[src/sv/sctc_pkg.sv]
`timescale 1ns / 1ps

package sctc_pkg;

	// Default geometry
	localparam int NUM_SLOTS_DEF   = 64;
	localparam int SECTOR_BITS_DEF = 32;

	// Fixed widths of the result word
	localparam int KIND_W   = 2;
	localparam int SLOT_W   = 6;
	localparam int TARGET_W = 32;

	// Request operation codes
	typedef enum logic [1:0] {
		OP_READ  = 2'd0,
		OP_WRITE = 2'd1,
		OP_FLUSH = 2'd2,
		OP_NONE  = 2'd3
	} op_t;

	// Result kinds
	typedef enum logic [KIND_W-1:0] {
		KIND_ACCESS     = 2'd0,
		KIND_WRITE_BACK = 2'd1,
		KIND_FILL       = 2'd2,
		KIND_FLUSH      = 2'd3
	} kind_t;

	// Controller to datapath commands
	typedef struct packed {
		logic  load_req;
		logic  scan_start;
		logic  scan_step;
		logic  rd_victim;
		logic  emit;
		kind_t emit_kind;
		logic  emit_last;
		logic  adv_ptr;
		logic  fill_wr;
		logic  set_dirty;
		logic  flush_start;
		logic  flush_rd;
		logic  flush_next;
		logic  clr_dirty;
		logic  flush_clear;
	} cmd_t;

	// Datapath to controller status
	typedef struct packed {
		op_t  in_op;
		logic op_write;
		logic scan_match;
		logic scan_end;
		logic scan_free;
		logic cur_dirty;
		logic last_dirty;
		logic no_dirty;
		logic out_free;
	} sts_t;

endpackage

[src/sv/sctc_if.sv]
`timescale 1ns / 1ps

// Request channel
interface sctc_req_if #(
	parameter int SECTOR_BITS = 32
);
	logic                   valid;
	logic                   ready;
	logic [1:0]             operation;
	logic [SECTOR_BITS-1:0] sector;

	modport source (output valid, output operation, output sector, input ready);
	modport sink (input valid, input operation, input sector, output ready);
endinterface

// Result channel
interface sctc_rsp_if;
	logic        valid;
	logic        ready;
	logic [1:0]  kind;
	logic [5:0]  slot;
	logic [31:0] target_sector;
	logic        hit;
	logic        last;

	modport source (output valid, output kind, output slot, output target_sector,
		output hit, output last, input ready);
	modport sink (input valid, input kind, input slot, input target_sector,
		input hit, input last, output ready);
endinterface

[src/sv/sctc_ram.sv]
`timescale 1ns / 1ps

module sctc_ram #(
	parameter int WIDTH = 32,
	parameter int DEPTH = 64
) (
	input  logic                     clk,
	input  logic                     we,
	input  logic [$clog2(DEPTH)-1:0] waddr,
	input  logic [WIDTH-1:0]         wdata,
	input  logic                     re,
	input  logic [$clog2(DEPTH)-1:0] raddr,
	output logic [WIDTH-1:0]         rdata
);

	logic [WIDTH-1:0] mem_q [DEPTH];
	logic [WIDTH-1:0] rdata_q;

	// Single write port, registered read that holds between reads
	always_ff @(posedge clk) begin
		if (we) begin
			mem_q[waddr] <= wdata;
		end
		if (re) begin
			rdata_q <= mem_q[raddr];
		end
	end

	assign rdata = rdata_q;

endmodule

[src/sv/sctc_datapath.sv]
`timescale 1ns / 1ps

module sctc_datapath import sctc_pkg::*; #(
	parameter int NUM_SLOTS   = NUM_SLOTS_DEF,
	parameter int SECTOR_BITS = SECTOR_BITS_DEF
) (
	input  logic                   clk,
	input  logic                   arst_n,
	input  logic [1:0]             in_operation,
	input  logic [SECTOR_BITS-1:0] in_sector,
	input  cmd_t                   cmd,
	output sts_t                   sts,
	output logic                   out_valid,
	input  logic                   out_ready,
	output logic [KIND_W-1:0]      out_kind,
	output logic [SLOT_W-1:0]      out_slot,
	output logic [TARGET_W-1:0]    out_target,
	output logic                   out_hit,
	output logic                   out_last
);

	localparam int SW = $clog2(NUM_SLOTS);
	localparam int CW = $clog2(NUM_SLOTS + 1);
	localparam logic [SW-1:0] LAST_SLOT = SW'(NUM_SLOTS - 1);
	localparam logic [SW:0]   SLOT_CNT  = (SW + 1)'(NUM_SLOTS);

	// Request registers
	op_t                    op_q;
	logic [SECTOR_BITS-1:0] sector_q;

	// Scan state
	logic [SW:0]            idx_q;
	logic                   chk_vld_s1;
	logic [SW-1:0]          chk_idx_s1;
	logic                   free_found_q;
	logic [SW-1:0]          free_slot_q;
	logic [SW-1:0]          slot_q;
	logic                   hit_q;

	// Policy state
	logic [SW-1:0]          ptr_q;
	logic [NUM_SLOTS-1:0]   valid_q;
	logic [NUM_SLOTS-1:0]   dirty_q;
	logic [CW-1:0]          dcnt_q;

	// Output register
	logic                   out_vld_q;
	logic [KIND_W-1:0]      out_kind_q;
	logic [SLOT_W-1:0]      out_slot_q;
	logic [TARGET_W-1:0]    out_target_q;
	logic                   out_hit_q;
	logic                   out_last_q;

	// Tag store
	logic                   ram_re;
	logic [SW-1:0]          ram_raddr;
	logic [SECTOR_BITS-1:0] tag_rdata;

	logic                   idx_in_range;
	logic                   cur_valid;
	logic                   chk_match;
	logic                   chk_free;
	logic                   chk_end;
	logic [SW-1:0]          idx_slot;

	assign idx_slot     = idx_q[SW-1:0];
	assign idx_in_range = idx_q < SLOT_CNT;

	// Compare the slot whose tag just came out of the RAM
	assign cur_valid = valid_q[chk_idx_s1];
	assign chk_match = chk_vld_s1 && cur_valid && (tag_rdata == sector_q);
	assign chk_free  = chk_vld_s1 && !cur_valid;
	assign chk_end   = chk_vld_s1 && (chk_idx_s1 == LAST_SLOT) && !chk_match;

	// Tag RAM read port: scan, victim or flush
	always_comb begin
		ram_re    = 1'b0;
		ram_raddr = idx_slot;
		if (cmd.scan_step && idx_in_range) begin
			ram_re = 1'b1;
		end
		if (cmd.flush_rd) begin
			ram_re = 1'b1;
		end
		if (cmd.rd_victim) begin
			ram_re    = 1'b1;
			ram_raddr = slot_q;
		end
	end

	sctc_ram #(
		.WIDTH (SECTOR_BITS),
		.DEPTH (NUM_SLOTS)
	) u_tag_ram (
		.clk   (clk),
		.we    (cmd.fill_wr),
		.waddr (slot_q),
		.wdata (sector_q),
		.re    (ram_re),
		.raddr (ram_raddr),
		.rdata (tag_rdata)
	);

	// Request capture and slot selection
	always_ff @(posedge clk) begin
		if (cmd.load_req) begin
			sector_q <= in_sector;
		end
		if (chk_free && !free_found_q) begin
			free_slot_q <= chk_idx_s1;
		end
		if (chk_match) begin
			slot_q <= chk_idx_s1;
		end else if (chk_end) begin
			slot_q <= free_found_q ? free_slot_q : (chk_free ? chk_idx_s1 : ptr_q);
		end else if (cmd.flush_rd) begin
			slot_q <= idx_slot;
		end
		if (cmd.scan_step || cmd.scan_start || cmd.flush_rd) begin
			chk_idx_s1 <= idx_slot;
		end
	end

	// Scan control; a match stops further compares so slot_q holds
	always_ff @(posedge clk or negedge arst_n) begin
		if (!arst_n) begin
			op_q         <= OP_READ;
			idx_q        <= '0;
			chk_vld_s1   <= 1'b0;
			free_found_q <= 1'b0;
			hit_q        <= 1'b0;
		end else begin
			chk_vld_s1 <= cmd.scan_step && idx_in_range && !chk_match;
			if (cmd.load_req) begin
				op_q <= op_t'(in_operation);
			end
			if (cmd.scan_start || cmd.flush_start) begin
				idx_q <= '0;
			end else if ((cmd.scan_step && idx_in_range) || cmd.flush_next) begin
				idx_q <= idx_q + 1'b1;
			end
			if (cmd.scan_start) begin
				free_found_q <= 1'b0;
				hit_q        <= 1'b0;
			end else begin
				if (chk_free) begin
					free_found_q <= 1'b1;
				end
				if (chk_match) begin
					hit_q <= 1'b1;
				end
			end
		end
	end

	// Valid and dirty marks, dirty count, victim pointer
	always_ff @(posedge clk or negedge arst_n) begin
		if (!arst_n) begin
			valid_q <= '0;
			dirty_q <= '0;
			dcnt_q  <= '0;
			ptr_q   <= '0;
		end else begin
			if (cmd.flush_clear) begin
				valid_q <= '0;
				dirty_q <= '0;
				dcnt_q  <= '0;
				ptr_q   <= '0;
			end else begin
				if (cmd.adv_ptr) begin
					ptr_q <= (ptr_q == LAST_SLOT) ? '0 : ptr_q + 1'b1;
				end
				if (cmd.fill_wr) begin
					valid_q[slot_q] <= 1'b1;
					dirty_q[slot_q] <= 1'b0;
					if (dirty_q[slot_q]) begin
						dcnt_q <= dcnt_q - 1'b1;
					end
				end else if (cmd.set_dirty) begin
					dirty_q[slot_q] <= 1'b1;
					if (!dirty_q[slot_q]) begin
						dcnt_q <= dcnt_q + 1'b1;
					end
				end else if (cmd.clr_dirty) begin
					dirty_q[slot_q] <= 1'b0;
					dcnt_q          <= dcnt_q - 1'b1;
				end
			end
		end
	end

	// Output word valid
	always_ff @(posedge clk or negedge arst_n) begin
		if (!arst_n) begin
			out_vld_q <= 1'b0;
		end else if (cmd.emit) begin
			out_vld_q <= 1'b1;
		end else if (out_ready) begin
			out_vld_q <= 1'b0;
		end
	end

	// Output word payload
	always_ff @(posedge clk) begin
		if (cmd.emit) begin
			out_kind_q <= cmd.emit_kind;
			out_last_q <= cmd.emit_last;
			case (cmd.emit_kind)
				KIND_ACCESS: begin
					out_slot_q   <= SLOT_W'(slot_q);
					out_target_q <= '0;
					out_hit_q    <= hit_q;
				end
				KIND_WRITE_BACK: begin
					out_slot_q   <= SLOT_W'(slot_q);
					out_target_q <= TARGET_W'(tag_rdata);
					out_hit_q    <= 1'b0;
				end
				KIND_FILL: begin
					out_slot_q   <= SLOT_W'(slot_q);
					out_target_q <= TARGET_W'(sector_q);
					out_hit_q    <= 1'b0;
				end
				default: begin
					out_slot_q   <= '0;
					out_target_q <= '0;
					out_hit_q    <= 1'b0;
				end
			endcase
		end
	end

	assign out_valid  = out_vld_q;
	assign out_kind   = out_kind_q;
	assign out_slot   = out_slot_q;
	assign out_target = out_target_q;
	assign out_hit    = out_hit_q;
	assign out_last   = out_last_q;

	// Status to controller
	always_comb begin
		sts            = '0;
		sts.in_op      = op_t'(in_operation);
		sts.op_write   = (op_q == OP_WRITE);
		sts.scan_match = chk_match;
		sts.scan_end   = chk_end;
		sts.scan_free  = free_found_q || chk_free;
		sts.cur_dirty  = dirty_q[idx_slot];
		sts.last_dirty = (dcnt_q == CW'(1));
		sts.no_dirty   = (dcnt_q == '0);
		sts.out_free   = !out_vld_q || out_ready;
	end

endmodule

[src/sv/sctc_ctrl.sv]
`timescale 1ns / 1ps

module sctc_ctrl import sctc_pkg::*; (
	input  logic clk,
	input  logic arst_n,
	input  logic in_valid,
	output logic in_ready,
	input  sts_t sts,
	output cmd_t cmd
);

	typedef enum logic [3:0] {
		ST_IDLE,
		ST_LOOKUP,
		ST_VREAD,
		ST_VWB,
		ST_FILL,
		ST_ACC,
		ST_FLUSH,
		ST_FWB,
		ST_FDONE
	} state_t;

	state_t state_q;
	state_t state_nxt;
	logic   accept;

	assign in_ready = (state_q == ST_IDLE);
	assign accept   = in_valid && in_ready;

	// Next state and commands
	always_comb begin
		state_nxt = state_q;
		cmd       = '0;
		unique case (state_q)
			ST_IDLE: begin
				if (accept) begin
					cmd.load_req = 1'b1;
					unique case (sts.in_op) inside
						OP_READ, OP_WRITE: begin
							cmd.scan_start = 1'b1;
							state_nxt      = ST_LOOKUP;
						end
						OP_FLUSH: begin
							cmd.flush_start = 1'b1;
							state_nxt       = sts.no_dirty ? ST_FDONE : ST_FLUSH;
						end
						default: begin
							state_nxt = ST_IDLE;
						end
					endcase
				end
			end
			// One slot per cycle through the tag RAM
			ST_LOOKUP: begin
				cmd.scan_step = 1'b1;
				if (sts.scan_match) begin
					state_nxt = ST_ACC;
				end else if (sts.scan_end) begin
					state_nxt = sts.scan_free ? ST_FILL : ST_VREAD;
				end
			end
			ST_VREAD: begin
				cmd.rd_victim = 1'b1;
				state_nxt     = ST_VWB;
			end
			ST_VWB: begin
				if (sts.out_free) begin
					cmd.emit      = 1'b1;
					cmd.emit_kind = KIND_WRITE_BACK;
					cmd.adv_ptr   = 1'b1;
					state_nxt     = ST_FILL;
				end
			end
			ST_FILL: begin
				if (sts.out_free) begin
					cmd.emit      = 1'b1;
					cmd.emit_kind = KIND_FILL;
					cmd.fill_wr   = 1'b1;
					state_nxt     = ST_ACC;
				end
			end
			ST_ACC: begin
				if (sts.out_free) begin
					cmd.emit      = 1'b1;
					cmd.emit_kind = KIND_ACCESS;
					cmd.emit_last = 1'b1;
					cmd.set_dirty = sts.op_write;
					state_nxt     = ST_IDLE;
				end
			end
			// Walk the dirty marks, reading the tag of each dirty slot
			ST_FLUSH: begin
				if (sts.cur_dirty) begin
					cmd.flush_rd = 1'b1;
					state_nxt    = ST_FWB;
				end else begin
					cmd.flush_next = 1'b1;
				end
			end
			ST_FWB: begin
				if (sts.out_free) begin
					cmd.emit      = 1'b1;
					cmd.emit_kind = KIND_WRITE_BACK;
					cmd.emit_last = sts.last_dirty;
					cmd.clr_dirty = 1'b1;
					if (sts.last_dirty) begin
						cmd.flush_clear = 1'b1;
						state_nxt       = ST_IDLE;
					end else begin
						cmd.flush_next = 1'b1;
						state_nxt      = ST_FLUSH;
					end
				end
			end
			ST_FDONE: begin
				if (sts.out_free) begin
					cmd.emit        = 1'b1;
					cmd.emit_kind   = KIND_FLUSH;
					cmd.emit_last   = 1'b1;
					cmd.flush_clear = 1'b1;
					state_nxt       = ST_IDLE;
				end
			end
			default: begin
				state_nxt = ST_IDLE;
			end
		endcase
	end

	// State register
	always_ff @(posedge clk or negedge arst_n) begin
		if (!arst_n) begin
			state_q <= ST_IDLE;
		end else begin
			state_q <= state_nxt;
		end
	end

endmodule

[src/sv/sector_cache_tag_controller_top.sv]
`timescale 1ns / 1ps

// Read/write: the tag scan reads one tag RAM slot per cycle and stops at a hit or after the last slot,
// then the result words follow; a full miss first reads the victim tag for a write-back word.
// Flush: skips clean slots, emits a write-back word per dirty slot, or one flush word if none is dirty.
// One request at a time; the next is taken once the last word sits in the output register.
// Reset clears valid and dirty marks and the victim pointer at once; tag RAM is not cleared.
module sector_cache_tag_controller_top import sctc_pkg::*; #(
	parameter int NUM_SLOTS   = NUM_SLOTS_DEF,
	parameter int SECTOR_BITS = SECTOR_BITS_DEF
) (
	input  logic       clk,
	input  logic       arst_n,
	sctc_req_if.sink   req,
	sctc_rsp_if.source rsp
);

	cmd_t cmd;
	sts_t sts;

	sctc_ctrl u_ctrl (
		.clk      (clk),
		.arst_n   (arst_n),
		.in_valid (req.valid),
		.in_ready (req.ready),
		.sts      (sts),
		.cmd      (cmd)
	);

	sctc_datapath #(
		.NUM_SLOTS   (NUM_SLOTS),
		.SECTOR_BITS (SECTOR_BITS)
	) u_datapath (
		.clk          (clk),
		.arst_n       (arst_n),
		.in_operation (req.operation),
		.in_sector    (req.sector),
		.cmd          (cmd),
		.sts          (sts),
		.out_valid    (rsp.valid),
		.out_ready    (rsp.ready),
		.out_kind     (rsp.kind),
		.out_slot     (rsp.slot),
		.out_target   (rsp.target_sector),
		.out_hit      (rsp.hit),
		.out_last     (rsp.last)
	);

endmodule
[src/flat_wrapper.sv]
// flat-port wrapper written by rule: the top's interface ports become plain ports
module sector_cache_tag_controller_top_flat import sctc_pkg::*;
#(
	parameter int NUM_SLOTS   = NUM_SLOTS_DEF,
	parameter int SECTOR_BITS = SECTOR_BITS_DEF
)
  (clk, arst_n, req_valid, req_operation, req_sector, req_ready, rsp_valid, rsp_kind, rsp_slot, rsp_target_sector, rsp_hit, rsp_last, rsp_ready);
  sctc_req_if #(.SECTOR_BITS(SECTOR_BITS)) req_i ();
  sctc_rsp_if rsp_i ();
  input  logic clk;
  input  logic arst_n;
  input wire logic [$bits(req_i.valid)-1:0] req_valid;
  input wire logic [$bits(req_i.operation)-1:0] req_operation;
  input wire logic [$bits(req_i.sector)-1:0] req_sector;
  output wire logic [$bits(req_i.ready)-1:0] req_ready;
  output wire logic [$bits(rsp_i.valid)-1:0] rsp_valid;
  output wire logic [$bits(rsp_i.kind)-1:0] rsp_kind;
  output wire logic [$bits(rsp_i.slot)-1:0] rsp_slot;
  output wire logic [$bits(rsp_i.target_sector)-1:0] rsp_target_sector;
  output wire logic [$bits(rsp_i.hit)-1:0] rsp_hit;
  output wire logic [$bits(rsp_i.last)-1:0] rsp_last;
  input wire logic [$bits(rsp_i.ready)-1:0] rsp_ready;
  assign req_i.valid = req_valid;
  assign req_i.operation = req_operation;
  assign req_i.sector = req_sector;
  assign req_ready = req_i.ready;
  assign rsp_valid = rsp_i.valid;
  assign rsp_kind = rsp_i.kind;
  assign rsp_slot = rsp_i.slot;
  assign rsp_target_sector = rsp_i.target_sector;
  assign rsp_hit = rsp_i.hit;
  assign rsp_last = rsp_i.last;
  assign rsp_i.ready = rsp_ready;
  sector_cache_tag_controller_top #(.NUM_SLOTS(NUM_SLOTS), .SECTOR_BITS(SECTOR_BITS)) u_core (.clk(clk), .arst_n(arst_n), .req(req_i), .rsp(rsp_i));
endmodule
[config.mk]
export PLATFORM = sky130hd
export DESIGN_NAME = sector_cache_tag_controller_top_flat
export DESIGN_NICKNAME = d
export VERILOG_FILES = /design/src/sv/sctc_pkg.sv /design/src/sv/sctc_if.sv /design/src/sv/sctc_ram.sv /design/src/sv/sctc_datapath.sv /design/src/sv/sctc_ctrl.sv /design/src/sv/sector_cache_tag_controller_top.sv /design/src/flat_wrapper.sv
export SDC_FILE = /design/constraint.sdc
export NUM_CORES = 2
export LEC_CHECK = 0
export ABC_AREA = 1
export BUFFER_PORTS_ARGS = -buffer_cell sky130_fd_sc_hd__clkbuf_2
export CAP_MARGIN = 20
export CORE_MARGIN = 2
export CORE_UTILIZATION = 45
export DETAILED_ROUTE_END_ITERATION = 10
export SYNTH_ARGS = -nofsm -noshare
export SYNTH_HDL_FRONTEND = slang
export SYNTH_SLANG_ARGS = --single-unit
[constraint.sdc]
create_clock -name clk -period 5.5 [get_ports clk]
set_clock_uncertainty 0.15 [all_clocks]
set_input_delay 0.825 -clock clk [delete_from_list [all_inputs] [get_ports clk]]
set_output_delay 0.825 -clock clk [all_outputs]
set_load 0.005 [all_outputs]
==> metrics <==
Seq/Total Area, Yosys 0.714; status complete, no violations; #FFs+latches synth 2330; CTS tree built; Die Footprint 219000 um^2; top_reg_cell synth edfxtp_1; Flop pwr share 0.380; post-synthesis cell type count 48; clock buffer depth 3; IO buf count 81; minimum clock period 4280 ps; Clock transition at path regs 60 ps; Syn Std Cell Area 96800 um^2; Critical Path Start u_core.u_ctrl.state_q[2]$_DFFE_PN0P_; layer with the highest usage met2; count leader, synth edfxtp_1; cell-internal power 35500 uW; vias per inst 5.91; root buf cell clkbuf_16; hold endpoint u_core.u_datapath.sector_q[9]$_DFFE_PP_; Worst setup EP type register; Least-Margin Pin Slew 1080 ps; H-tree Lvls 4; setup slack, reg-to-reg 1220 ps; total power after layout 58800 uW; final-report hold violation count 0; switching power 23300 uW; post-synth top area cell edfxtp_1; Setup TNS 0 ps; antenna violations before repair 16; hold path startpoint req_sector[9]; FF-to-FF Start u_core.u_ctrl.state_q[2]$_DFFE_PN0P_; syn avg cell area 11.8 um^2; final net count 8291; Routability Congestion 0.898; Cells after Synth 8194; max_slew headroom 0.258; Max FO, Critical Path 58; Largest stage delay, worst path 680 ps; WL/cell 27.7 um; clock sinks 2330; pin count of the biggest net entering global routing 151; number of setup buffers added after CTS 0; TritonCTS Buffers 229; share of cells above drive strength 1 0.0897; Max Clk Rate 233 MHz; crit-path cells nor2_2, nand3_4, o21ai_4, buf_4, buf_4, o21ai_0, inv_1, o21ai_1, nand3_1, nand3_1, nand3_1, nand3_1, nand2_1; RSZ-0062 raised after global routing no; share of the synthesized area in the top cell type 0.674; GRT Total Usage 0.280; number of synthesized flops with an enable pin 2172; Die X 468 um; clock share of power 0.258; GR Layer Usage met1 0.389; warnings from Yosys 0; met3 Usage GRT 0.0454; Pre-Repair DR Iteration Count 6; slowest cell on the critical path buf_4; die height 468 um; final slew viol count 0; PwrDens 541 nW/um^2; Lkg Pwr 0.0389 uW; Syn Nets 8242; post-route antenna net violation count 0; sw frac 0.396; Req. time, crit path 6070 ps; Hold Crit Depth 1; Synth area leaders edfxtp_1 67%, nand3_1 6.2%, o21ai_0 5.1%, nand2_1 4.7%, dfrtp_1 4.1%; first-pass GRT wire length 445000 um; Iter 0 DRT Violations 8976; Area growth syn-to-layout 12.3%; Top Ports 82; CP Launch Type register; met2 usage 0.444; Hold WC Path Type primary input to register; RR Endpoint u_core.u_datapath.u_tag_ram.rdata[26]$_DFFE_PP_; Post-synth top cells 2172 x edfxtp_1, 1215 x nand2_1, 1201 x nand3_1, 987 x o21ai_0, 632 x inv_1; Residual DRC 0; setup violators final 0; via count 66600; CP dominant cell by count nand3_1; Post-Route WL 312000 um; vias in the first global route 62700; GR Overflow Total 0; Comb power frac 0.362; asr flop ratio synth 0.0678; crit path kind register to register; Tcrit/Tclk final 0.779; CP Data Arrival Time 4850 ps; Max-cap violations 0; Skew-Pair Late Insertion Delay 880 ps; fill cell count 18300; CORE AREA 214000 um^2; # rows 170; Peak VDD IR 0.486 mV; Starting Density 0.452; Final HPWL DP 167000 um; worst reg2reg path depth 13
-- power by group through the flow --
stage               Clock [uW]  Combinational (uW)  Sequential [uW]
global placement             0               20600            22700
detailed placement           0               20900            22700
global route             16000               23300            22300
finish                   15200               21300            22300
CTS                      15300               21000            22300
floorplan                    0               13300            22300
-- flip-flops by register name (all words and copies together), names as in the netlist --
| signal | flops |
|---|---|
| u_core.u_datapath.chk_idx_s1 | 6 |
| u_core.u_datapath.op_q | 2 |
| u_core.u_datapath.free_found_q | 1 |
| u_core.u_datapath.out_valid | 1 |
| u_core.u_datapath.idx_q | 7 |
| u_core.u_datapath.chk_vld_s1 | 1 |
| u_core.u_datapath.out_last | 1 |
| u_core.u_datapath.sector_q | 32 |
| u_core.u_datapath.out_kind | 2 |
| u_core.u_datapath.out_target | 32 |
| u_core.u_datapath.ptr_q | 6 |
| u_core.u_datapath.u_tag_ram.mem_q | 2048 |
| u_core.u_datapath.valid_q | 64 |
| u_core.u_datapath.u_tag_ram.rdata | 32 |
| u_core.u_datapath.dcnt_q | 7 |
| u_core.u_datapath.slot_q | 6 |
| u_core.u_datapath.out_hit | 1 |
| u_core.u_datapath.free_slot_q | 6 |
| u_core.u_ctrl.state_q | 4 |
| u_core.u_datapath.out_slot | 6 |
| u_core.u_datapath.hit_q | 1 |
| u_core.u_datapath.dirty_q | 64 |
-- cell type report --
type                    instances  area [um^2]  share of cell area
flip-flops and latches       2330        69200               0.636
multi-input cells            4681        23300               0.214
clock buffers                 279         6000              0.0552
well taps                    2838         3550              0.0327
repair buffers                357         3140              0.0288
inverters                     644         2450              0.0225
clock inverters               145         1140              0.0105
diodes                          1         2.50           0.0000230
-- placed cells by master, fill, tap and decap left out, types with 4 or more instances in the layout --
cell type      count
o211ai_1         103
ha_1               8
o21ai_4            7
nor2_1           361
dfrtp_1          158
o21ai_1          190
clkinvlp_4         6
bufinv_16         14
clkbuf_8           4
a21oi_1          132
o22ai_1           10
o21ai_0          985
clkinv_1          65
nor4_1             7
nand2_1         1213
edfxtp_1        2172
inv_6             11
a22oi_1            5
or2_2             15
a311oi_1          46
dlygate4sd3_1     31
nand4_1           30
nor3_1            23
clkbuf_1          44
nand3_2            5
clkbuf_16        231
clkbuf_2          80
buf_12            44
nand3_1         1198
clkinv_2          47
nor2_4            18
xor2_1            19
inv_2              9
buf_4            198
nor3_2            47
o21bai_1         231
inv_1            629
-- per-layer routing --
metal | routed length (um) | part of all wire
met1 | 125000 | 0.40
met2 | 145000 | 0.46
met5 | 13 | 0.000042
met3 | 29300 | 0.094
met4 | 12700 | 0.041
-- worst max-delay path, delay by kind of cell (launching register included) --
kind,cells,cell delay (ps)
simple gates,7,1510
flops,1,430
buf+inv,3,1290
compound gates,3,640
-- per-stage QoR --
stage	utilization	instances	hold WS (ps)	area (um^2)	worst slack, ps
floorplan	-	8194	271	96800	1090
global placement	0.472	10800	325	101000	1310
detailed placement	0.473	10800	330	101000	1230
CTS	0.507	11300	67.5	109000	1280
global route	0.508	11300	61.3	109000	1050
finish	0.508	11300	90.6	109000	1220
-- cells by family (layout without fill, tap and decap cells) --
kind of cell / after synthesis / after routing / synth area share
adders and majority gates: 10 / 10 / 0.00129
AOI/OAI and AO/OA: 1719 / 1719 / 0.100
DFF: 2330 / 2330 / 0.714
buffers and inverters: 1183 / 1425 / 0.0501
xor gates and xnor gates: 22 / 22 / 0.00199
other: 0 / 1 / 0
and+or+nand+nor: 2930 / 2930 / 0.132
-- worst max-delay path by stage --
| stage | to |
|---|---|
| finish | u_core.u_datapath.u_tag_ram.rdata[26]$_DFFE_PP_ |
| global route | u_core.u_datapath.u_tag_ram.rdata[26]$_DFFE_PP_ |
| CTS | u_core.u_datapath.u_tag_ram.rdata[26]$_DFFE_PP_ |
| detailed placement | u_core.u_datapath.dirty_q[11]$_DFFE_PN0P_ |
| global placement | u_core.u_datapath.u_tag_ram.rdata[26]$_DFFE_PP_ |
| floorplan | u_core.u_datapath.u_tag_ram.mem_q[63][0]$_DFFE_PP_ |
-- timing repair --
item | 4_1_cts | 5_1_grt
hold buffers | 31 | 0
endpoints found under the hold margin | 98 | 0
gates resized for setup | 0 | 0
Power figures use the tool's default switching activity.
